File: src/hdl/fssm_pkg.sv
// Shared types, constants and helpers for the fall stage state machine.
`timescale 1ns / 1ps

package fssm_pkg;

  // Indicator mask width on the stream and the number of mask bits that are counted
  localparam int IND_W           = 10;
  localparam int INDICATOR_COUNT = 10;
  localparam int IND_USED        = (INDICATOR_COUNT < IND_W) ? INDICATOR_COUNT : IND_W;
  localparam int CNT_W           = 4;   // holds 0..IND_W

  localparam int TIME_W = 32;
  localparam int CONF_W = 9;
  localparam int MS_W   = 16;
  localparam int FA_W   = 16;
  localparam int CC_W   = 4;

  localparam int IN_DATA_W  = 56;  // 51 payload bits rounded up to bytes
  localparam int OUT_DATA_W = 24;  // 19 payload bits rounded up to bytes

  localparam int CFG_IDX_W  = 3;
  localparam int CFG_DATA_W = 16;

  typedef enum logic [CFG_IDX_W-1:0] {
    REG_ENTER_MIN_IND   = 3'd0,
    REG_ENTER_MIN_CONF  = 3'd1,
    REG_CONFIRM_MIN_IND = 3'd2,
    REG_CONFIRM_MIN_CONF = 3'd3,
    REG_CONFIRMS_NEEDED = 3'd4,
    REG_PREFALL_TIMEOUT = 3'd5,
    REG_RECOVERY        = 3'd6
  } cfg_reg_t;

  typedef enum logic [1:0] {
    STAGE_NORMAL   = 2'd0,
    STAGE_PREFALL  = 2'd1,
    STAGE_DETECTED = 2'd2,
    STAGE_POSTFALL = 2'd3
  } stage_t;

  localparam logic              MODE_EVAL  = 1'b0;
  localparam logic              MODE_CLEAR = 1'b1;

  localparam logic [CNT_W-1:0]  RST_ENTER_MIN_IND    = 4'd2;
  localparam logic [CONF_W-1:0] RST_ENTER_MIN_CONF   = 9'd64;   // 0.25
  localparam logic [CNT_W-1:0]  RST_CONFIRM_MIN_IND  = 4'd4;
  localparam logic [CONF_W-1:0] RST_CONFIRM_MIN_CONF = 9'd128;  // 0.5
  localparam logic [CC_W-1:0]   RST_CONFIRMS_NEEDED  = 4'd1;
  localparam logic [MS_W-1:0]   RST_PREFALL_TIMEOUT  = 16'd2000;
  localparam logic [MS_W-1:0]   RST_RECOVERY         = 16'd8000;

  localparam logic [CC_W-1:0]   CC_MAX = {CC_W{1'b1}};
  localparam logic [FA_W-1:0]   FA_MAX = {FA_W{1'b1}};

  function automatic logic [CNT_W-1:0] count_active(input logic [IND_W-1:0] bits);
    logic [CNT_W-1:0] n;
    n = '0;
    for (int i = 0; i < IND_USED; i++) begin
      n = n + CNT_W'(bits[i]);
    end
    return n;
  endfunction

endpackage

File: src/hdl/fall_stage_state_machine.sv
// Fall stage state machine: input register, stage update, output register.
`timescale 1ns / 1ps

// Channel | Ports                          | Fields (lowest bit up)
// in      | in_tvalid/in_tready/in_tdata   | tdata: time_ms, indicators, impact_confidence
//         | in_tuser                       | tuser: mode
// out     | out_tvalid/out_tready/out_tdata| tdata: fall_now, stage, false_alarms
// cfg     | cfg_wr_en/cfg_index/cfg_wdata  | one register per write, no read-back
//
// One transaction per cycle sustained while out_tready stays high; the result passes
// through the input register and then the output register before out_tvalid rises.
// The stage, start time and counters update in the same cycle that makes the result.
// Reset (rst_n low, synchronous) clears stage and counters and loads register defaults.
// A stalled output holds its data; the input register still takes a transaction
// while the output register waits, then stalls until the output drains.

module fall_stage_state_machine
  import fssm_pkg::*;
(
  input  logic                  clk,
  input  logic                  rst_n,

  input  logic                  in_tvalid,
  output logic                  in_tready,
  input  logic [IN_DATA_W-1:0]  in_tdata,   // time_ms[31:0], indicators[41:32],
                                            // impact_confidence[50:42], zero pad
  input  logic                  in_tuser,   // mode

  output logic                  out_tvalid,
  input  logic                  out_tready,
  output logic [OUT_DATA_W-1:0] out_tdata,  // fall_now[0], stage[2:1],
                                            // false_alarms[18:3], zero pad

  input  logic                  cfg_wr_en,
  input  logic [CFG_IDX_W-1:0]  cfg_index,
  input  logic [CFG_DATA_W-1:0] cfg_wdata
);

  // Configuration registers
  logic [CNT_W-1:0]  enter_min_ind_r;
  logic [CONF_W-1:0] enter_min_conf_r;
  logic [CNT_W-1:0]  confirm_min_ind_r;
  logic [CONF_W-1:0] confirm_min_conf_r;
  logic [CC_W-1:0]   confirms_needed_r;
  logic [MS_W-1:0]   prefall_timeout_r;
  logic [MS_W-1:0]   recovery_r;

  always_ff @(posedge clk) begin
    if (!rst_n) begin
      enter_min_ind_r    <= RST_ENTER_MIN_IND;
      enter_min_conf_r   <= RST_ENTER_MIN_CONF;
      confirm_min_ind_r  <= RST_CONFIRM_MIN_IND;
      confirm_min_conf_r <= RST_CONFIRM_MIN_CONF;
      confirms_needed_r  <= RST_CONFIRMS_NEEDED;
      prefall_timeout_r  <= RST_PREFALL_TIMEOUT;
      recovery_r         <= RST_RECOVERY;
    end else if (cfg_wr_en) begin
      unique case (cfg_index)
        REG_ENTER_MIN_IND:    enter_min_ind_r    <= cfg_wdata[CNT_W-1:0];
        REG_ENTER_MIN_CONF:   enter_min_conf_r   <= cfg_wdata[CONF_W-1:0];
        REG_CONFIRM_MIN_IND:  confirm_min_ind_r  <= cfg_wdata[CNT_W-1:0];
        REG_CONFIRM_MIN_CONF: confirm_min_conf_r <= cfg_wdata[CONF_W-1:0];
        REG_CONFIRMS_NEEDED:  confirms_needed_r  <= cfg_wdata[CC_W-1:0];
        REG_PREFALL_TIMEOUT:  prefall_timeout_r  <= cfg_wdata[MS_W-1:0];
        REG_RECOVERY:         recovery_r         <= cfg_wdata[MS_W-1:0];
        default: ;
      endcase
    end
  end

  // Input register
  logic              in_valid_r;
  logic              mode_r;
  logic [TIME_W-1:0] time_r;
  logic [IND_W-1:0]  ind_r;
  logic [CONF_W-1:0] conf_r;

  logic out_valid_r;
  logic advance;

  assign advance   = in_valid_r && (!out_valid_r || out_tready);
  assign in_tready = !in_valid_r || advance;

  always_ff @(posedge clk) begin
    if (!rst_n) begin
      in_valid_r <= 1'b0;
    end else if (in_tready) begin
      in_valid_r <= in_tvalid;
    end
  end

  always_ff @(posedge clk) begin
    if (in_tready && in_tvalid) begin
      mode_r <= in_tuser;
      time_r <= in_tdata[TIME_W-1:0];
      ind_r  <= in_tdata[TIME_W +: IND_W];
      conf_r <= in_tdata[TIME_W+IND_W +: CONF_W];
    end
  end

  // Stage state
  stage_t            stage_r, stage_nxt;
  logic [TIME_W-1:0] start_r, start_nxt;
  logic [CC_W-1:0]   confirm_cnt_r, confirm_cnt_nxt;
  logic [FA_W-1:0]   false_alarm_r, false_alarm_nxt;
  logic              fall_nxt;

  logic [CNT_W-1:0]  active;
  logic              enter_ok;
  logic              confirm_ok;
  logic [CC_W-1:0]   cnt_inc;
  logic [TIME_W-1:0] elapsed;
  logic              prefall_expired;
  logic              recovery_done;

  always_comb begin
    active          = count_active(ind_r);
    enter_ok        = (active >= enter_min_ind_r) && (conf_r > enter_min_conf_r);
    confirm_ok      = (active >= confirm_min_ind_r) && (conf_r > confirm_min_conf_r);
    cnt_inc         = (confirm_cnt_r == CC_MAX) ? CC_MAX : confirm_cnt_r + 1'b1;
    elapsed         = time_r - start_r;  // wraps mod 2^32
    prefall_expired = elapsed > TIME_W'(prefall_timeout_r);
    recovery_done   = elapsed > TIME_W'(recovery_r);
  end

  // Next stage
  always_comb begin
    stage_nxt = stage_r;
    if (mode_r == MODE_CLEAR) begin
      stage_nxt = STAGE_NORMAL;
    end else begin
      unique case (stage_r)
        STAGE_NORMAL: begin
          if (enter_ok) stage_nxt = STAGE_PREFALL;
        end
        STAGE_PREFALL: begin
          priority if (confirm_ok) begin
            if (cnt_inc >= confirms_needed_r) stage_nxt = STAGE_DETECTED;
          end else if (prefall_expired) begin
            stage_nxt = STAGE_NORMAL;
          end else begin
            stage_nxt = stage_r;
          end
        end
        STAGE_DETECTED: stage_nxt = STAGE_POSTFALL;
        STAGE_POSTFALL: begin
          if (recovery_done) stage_nxt = STAGE_NORMAL;
        end
        default: stage_nxt = STAGE_NORMAL;
      endcase
    end
  end

  // Counters, start time and fall pulse
  always_comb begin
    start_nxt       = start_r;
    confirm_cnt_nxt = confirm_cnt_r;
    false_alarm_nxt = false_alarm_r;
    fall_nxt        = 1'b0;
    if (mode_r == MODE_CLEAR) begin
      start_nxt       = '0;
      confirm_cnt_nxt = '0;
    end else begin
      unique case (stage_r)
        STAGE_NORMAL: begin
          if (enter_ok) begin
            start_nxt       = time_r;
            confirm_cnt_nxt = '0;
          end
        end
        STAGE_PREFALL: begin
          priority if (confirm_ok) begin
            confirm_cnt_nxt = cnt_inc;
            fall_nxt        = (cnt_inc >= confirms_needed_r);
          end else if (prefall_expired) begin
            if (false_alarm_r != FA_MAX) false_alarm_nxt = false_alarm_r + 1'b1;
          end else begin
            false_alarm_nxt = false_alarm_r;
          end
        end
        STAGE_DETECTED: start_nxt = time_r;
        STAGE_POSTFALL: ;
        default: ;
      endcase
    end
  end

  always_ff @(posedge clk) begin
    if (!rst_n) begin
      stage_r       <= STAGE_NORMAL;
      start_r       <= '0;
      confirm_cnt_r <= '0;
      false_alarm_r <= '0;
    end else if (advance) begin
      stage_r       <= stage_nxt;
      start_r       <= start_nxt;
      confirm_cnt_r <= confirm_cnt_nxt;
      false_alarm_r <= false_alarm_nxt;
    end
  end

  // Output register
  logic         fall_out_r;
  stage_t       stage_out_r;
  logic [FA_W-1:0] fa_out_r;

  always_ff @(posedge clk) begin
    if (!rst_n) begin
      out_valid_r <= 1'b0;
    end else if (advance) begin
      out_valid_r <= 1'b1;
    end else if (out_tready) begin
      out_valid_r <= 1'b0;
    end
  end

  always_ff @(posedge clk) begin
    if (advance) begin
      fall_out_r  <= fall_nxt;
      stage_out_r <= stage_nxt;
      fa_out_r    <= false_alarm_nxt;
    end
  end

  assign out_tvalid = out_valid_r;
  assign out_tdata  = {{(OUT_DATA_W-FA_W-3){1'b0}}, fa_out_r, stage_out_r, fall_out_r};

  // A fall pulse is only ever reported together with the detected stage
  a_fall_in_detected: assert property (@(posedge clk) disable iff (!rst_n)
    out_tvalid && out_tdata[0] |-> out_tdata[2:1] == STAGE_DETECTED)
    else $error("fall pulse without detected stage");

  // Detected always moves on to post-fall with the next evaluated transaction
  a_detected_to_post: assert property (@(posedge clk) disable iff (!rst_n)
    advance && stage_r == STAGE_DETECTED && mode_r == MODE_EVAL
    |=> stage_r == STAGE_POSTFALL)
    else $error("detected stage did not move to post-fall");

  // False alarm count never goes down outside reset
  a_fa_monotonic: assert property (@(posedge clk) disable iff (!rst_n)
    $past(rst_n) |-> false_alarm_r >= $past(false_alarm_r))
    else $error("false alarm count decreased");

  // Output holds a result whenever the state advanced in the previous cycle
  a_adv_gives_out: assert property (@(posedge clk) disable iff (!rst_n)
    advance |=> out_valid_r)
    else $error("result lost after state update");

endmodule
File: config.mk
export PLATFORM = sky130hd
export DESIGN_NAME = fall_stage_state_machine
export DESIGN_NICKNAME = d
export VERILOG_FILES = /design/src/hdl/fssm_pkg.sv /design/src/hdl/fall_stage_state_machine.sv
export SDC_FILE = /design/constraint.sdc
export NUM_CORES = 1
export LEC_CHECK = 0
export ABC_AREA = 1
export BUFFER_PORTS_ARGS = -buffer_cell sky130_fd_sc_hd__buf_2
export CAP_MARGIN = 30
export CORE_MARGIN = 1.5
export CORE_UTILIZATION = 65
export DETAILED_ROUTE_END_ITERATION = 10
export PLACE_DENSITY = 0.88
export SETUP_SLACK_MARGIN = 0.05
export SYNTH_ARGS = -nofsm -noshare
export SYNTH_HDL_FRONTEND = slang
export SYNTH_SLANG_ARGS = --single-unit
File: constraint.sdc
create_clock -name clk -period 7.67 [get_ports clk]
set_input_delay 1.1505 -clock clk [delete_from_list [all_inputs] [get_ports clk]]
set_output_delay 1.1505 -clock clk [all_outputs]
set_load 0.005 [all_outputs]
Word level (Yosys, flattened, before mapping)
Index checks and enable logic that the tools add are counted.

$add $sub $neg: 12. Magnitude comparators: 7. Equality and inequality tests: 13. Multiplexer cells: 22. Bitwise logic cells: 2. Reduce and logical (&&, ||, !) cells: 23.

Operator list (count): $mux W16 (5); $gt A32 B16 Y1 (2); $mux W32 (2); $pmux W32 S2 (1); $sub A32 B32 Y32 (1); $add A4 B1 Y4 (6); $gt A9 B9 Y1 (2); $add A16 B1 Y16 const B (1); $mux W4 (4); $ne A16 B16 Y1 const B (1); $reduce_and A2 Y1 (7); $ge A4 B4 Y1 (3); $mux W2 (6); $eq A3 B3 Y1 const B (3); $pmux W2 S4 (1); $pmux W4 S2 (1); $eq A3 B2 Y1 const B (2); $ne A3 B3 Y1 const B (2); $reduce_bool A3 Y1 (2); $add A3 B1 Y4 (1); $add A4 B1 Y4 const B (1); $eq A2 B2 Y1 const B (2); $eq A4 B4 Y1 const B (1); $logic_and A1 B1 Y1 (4); 14 further kinds (18).

Bits in registers: 189. Output and inout bits: 26. Word-level logic and storage cells: 99.

Depth between registers and ports, before layout
Depth in word-level cells: 14. Gate-level depth with buffers: 26. Mapped depth without buffers: 26.

Least setup slack after synthesis
OpenSTA, ideal clock, no wires.

Path type: reg-to-reg. Start point: register ind_r[0]. End point: register fa_out_r[6], data pin. Data arrival time: 4163 ps. Setup slack: 3253 ps. Cell stages (with the launch flop): 22. Buffers on the path: 1. Clock period less this slack: 4417 ps. Cells stage by stage: edfxtp_1 fa_1 inv_1 fa_1 fa_1 inv_1 ha_1 fa_1 ha_1 inv_1 nor2_1 o211ai_1 nand3_1 o31ai_1 inv_1 nand2_1 nand2_1 nor2_2 buf_2 nand3_1 nand2_1 nand2_1.

Word-level cells in the longest chain between the ends: 14.

Ends and longest elaborated chain: from (decl) (line fall_stage_state_machine.sv:75) `logic [IND_W-1:0] ind_r;`; from (signal assigned) (line fall_stage_state_machine.sv:96) `ind_r <= in_tdata[TIME_W +: IND_W];`; $add A1 B1 Y2 (line fssm_pkg.sv:59) `n = n + CNT_W'(bits[i]);`; $add A2 B1 Y3 (line fssm_pkg.sv:59); $add A3 B1 Y4 (line fssm_pkg.sv:59); $add A4 B1 Y4 (6 in series) (line fssm_pkg.sv:59); $ge A4 B4 Y1 (line fall_stage_state_machine.sv:119) `confirm_ok = (active >= confirm_min_ind_r) && (conf_r > confirm_min_conf_r);`; $logic_and A1 B1 Y1 (line fall_stage_state_machine.sv:119); $mux W16 (line fall_stage_state_machine.sv:172) `priority if (confirm_ok) begin`; $mux W16 (line fall_stage_state_machine.sv:164) `unique case (stage_r)`; $mux W16 (line fall_stage_state_machine.sv:160) `if (mode_r == MODE_CLEAR) begin`; net false_alarm_nxt[6] (line fall_stage_state_machine.sv:105) `logic [FA_W-1:0] false_alarm_r, false_alarm_nxt;`; to (signal assigned) (line fall_stage_state_machine.sv:221) `fa_out_r <= false_alarm_nxt;`; to (decl) (line fall_stage_state_machine.sv:205) `logic [FA_W-1:0] fa_out_r;`.

The timed path passes the listed nets, and every way through them passes these cells. A chain may end at the register's enable or synchronous reset.

Worst setup path in the final report
Start point: register ind_r[0]. End point: register fa_out_r[14], data pin.

Same word-level chain as after synthesis.

==> results.cfg <==
[global_routing]
overflow = 0
antenna_found_initial = 1
grt_pass1_wl_mm = 43.3
grt_pass1_vias = 9627
grt_max_degree = 70
grtUsageTotal_pct = 29.6

[yosys]
synth_edf_count = 71
ys.flop_type = dfxtp_1
synthCells = 1566
netlist_area_sq_um = 11500
ys_types = 43
synth_top_cell_area_share_pct = 20.6
yosysTopAreaCell = dfxtp_1
synth.avg_cell_area_sq_um = 7.32
ys_seq_area_share_pct = 39.2
ys_ff_latch = 189
ys_warn_count = 0
synth_area_leaders = dfxtp_1 (21%), edfxtp_1 (19%), nand2_1 (13%), ha_1 (11%), inv_1 (10%)
ys_async_sr_fraction_pct = 0

[clocking]
htreeDepth = 4
cts.sinks = 189
clk_latency_ps = 450
cts_setup_buffers = 0
tritoncts = built
cts_inserted_buffers = 17
hold_buffers = 0
root_buffer = clkbuf_16
cts_resized = 0
clk_path_buf_depth = 2
clkTransAtPathRegs_ps = 70

[power]
power.total_w = 0.00259
ir_drop_v = 0.000146
powerDensity_nw_per_um2 = 204
p_leak_nw = 6.23

[layout]
fin_cells = 1893
layout_commonest_cell = nand2_1
fin_nets = 1839
final_cell_mix = nand2_1 (395), inv_1 (312), a21oi_1 (138), dfxtp_1 (118), nor2_1 (105)
fin_area_sq_um = 12700
drive_above_1_share_pct = 9.78
area_delta_synth_final_pct = 10.8

[place]
placed_cell_area_sq_um = 12100
dp_hpwl_mm = 18.8
dpl.cell_count = 1860
gp_congestion = 0.955
dp_slack_ps = 2400
portBuffers = 96

[sta]
fin_tns_setup_ps = 0
fin_crit_sh_pct = 70.4
worst_pin_slew_ps = 934
rsz0062_at_grt = no
finalWorstSetupSlack_ps = 2270
final-setup-viol-count = 0
fin_crit_ps = 5400
fmax_mhz = 185
slew_viol_final = 0
hold_viol = 0
relSlewSlack_pct = 37.7
clock_skew_ps = 12.5

[detailed_routing]
drt-pass1-iter-count = 5
dr_wl_met3_mm = 1.52
first_iter_violations = 881
drc = 0
ant_nets = 0
vias = 10300
wl_mm = 26.2
routed.top_layer = met4
vias_per_cell = 5.43
route.met2.wl_mm = 12.7
wl_per_cell_um = 13.8
wl_met1_mm = 11.4

[floorplan]
start_util_pct = 66.5
die_x_um = 136
die-area_sq_um = 18400
fp-row-count = 48
coreArea_sq_um = 17200
pin_count = 107
die_y_um = 136

[worst_setup_path]
r2r_slack_ps = 2270
reg2reg_depth = 21
endpoint = fa_out_r[14]
crit_fanout = 19
r2r-start = ind_r[0]
crit_type = flop to flop
start_kind = flop
r2r_end = fa_out_r[14]
cp-end-kind = flop
arrival_ps = 5600
crit_required_ps = 7870
crit_start = ind_r[0]

[run_status]
status = completed

[job]
cap_violations = 0

[hold_path]
min_path_type = flop to flop
cell usage after synthesis (4+ instances only):
cell type,number
nand3_1,102
clkbuf_1,26
buf_4,6
inv_2,4
dfxtp_1,118
ha_1,97
nor2_2,8
nand2_1,395
nor3_1,10
o21ai_0,62
fa_1,7
nand4_1,22
nand2_2,7
nor2_1,106
edfxtp_1,71
inv_1,313
a21oi_1,138
o211ai_1,17
o21bai_1,5
xor2_1,15
final cells by class:
| class | count | area [sq um] |
|---|---|---|
| diodes | 1 | 2.50 |
| clock buffers | 21 | 493 |
| clock inverters | 11 | 78.8 |
| fillers | 1304 | 4540 |
| inverters | 319 | 1200 |
| multi-input cells | 1023 | 5570 |
| flip-flops and latches | 189 | 4490 |
| well taps | 225 | 282 |
| repair buffers | 104 | 573 |
critical path: stages (launching register included):
cell	delay [ps]
edfxtp_1	400
fa_1	550
inv_1	60
fa_1	470
fa_1	490
inv_1	40
ha_1	200
fa_1	380
xnor2_1	290
ha_1	310
o211ai_1	110
nand3_1	170
o31ai_1	150
inv_1	110
nand2_1	130
nand2_1	140
nor2_2	580
nand2_1	230
inv_2	130
nand2_1	50
nand2_1	80
inv_1	50
state kept, by name (all words and copies together) (netlist names), 10 cells and up:
register	cells
false_alarm_r	16
fa_out_r	16
time_r	32
start_r	32
prefall_timeout_r	16
recovery_r	16
ind_r	10
per-layer routing:
layer | track usage [%] | vias up
met5 | 0 | -
met4 | 10.6 | 0
met3 | 5.16 | 54
met2 | 51.7 | 360
met1 | 36.7 | 4712
li1 | - | 5157
worst min path at each step:
stage,from,to,slack (ps),cells past startpoint
after detailed placement,enter_min_ind_r[2],enter_min_ind_r[2],450,2
after floorplan,confirm_min_conf_r[1],confirm_min_conf_r[1],440,2
after CTS,prefall_timeout_r[13],prefall_timeout_r[13],460,2
after global placement,prefall_timeout_r[1],prefall_timeout_r[1],450,2
after global routing,start_r[17],start_r[17],480,2
final,recovery_r[15],recovery_r[15],460,2
through the flow:
step                utilization (%)  hold slack (ps)
floorplan                         -              435
global placement               70.0              447
detailed placement             70.3              454
CTS                            73.6              464
global route                   73.6              477
finish                         73.6              461
where the power goes:
group / leakage [nW] / internal (W) / switching [W] / total, W
logic: 4.30 / 0.000220 / 0.000382 / 0.000603
registers: 1.65 / 0.00110 / 0.0000267 / 0.00112
clock network: 0.286 / 0.000464 / 0.000397 / 0.000861
cell families (layout without fill, tap and decap cells):
logic type	count (synthesis)	after routing	synth area share, %
AO/OA/AOI/OAI	233	233	11.0
XOR/XNOR	18	18	1.38
adder cells (fa/ha/maj)	104	104	11.8
buffers and inverters	358	455	12.3
flip-flops	189	189	39.2
other	1	6	0.0327
AND/OR/NAND/NOR	663	663	24.3
(Power assumes the default switching activity.)
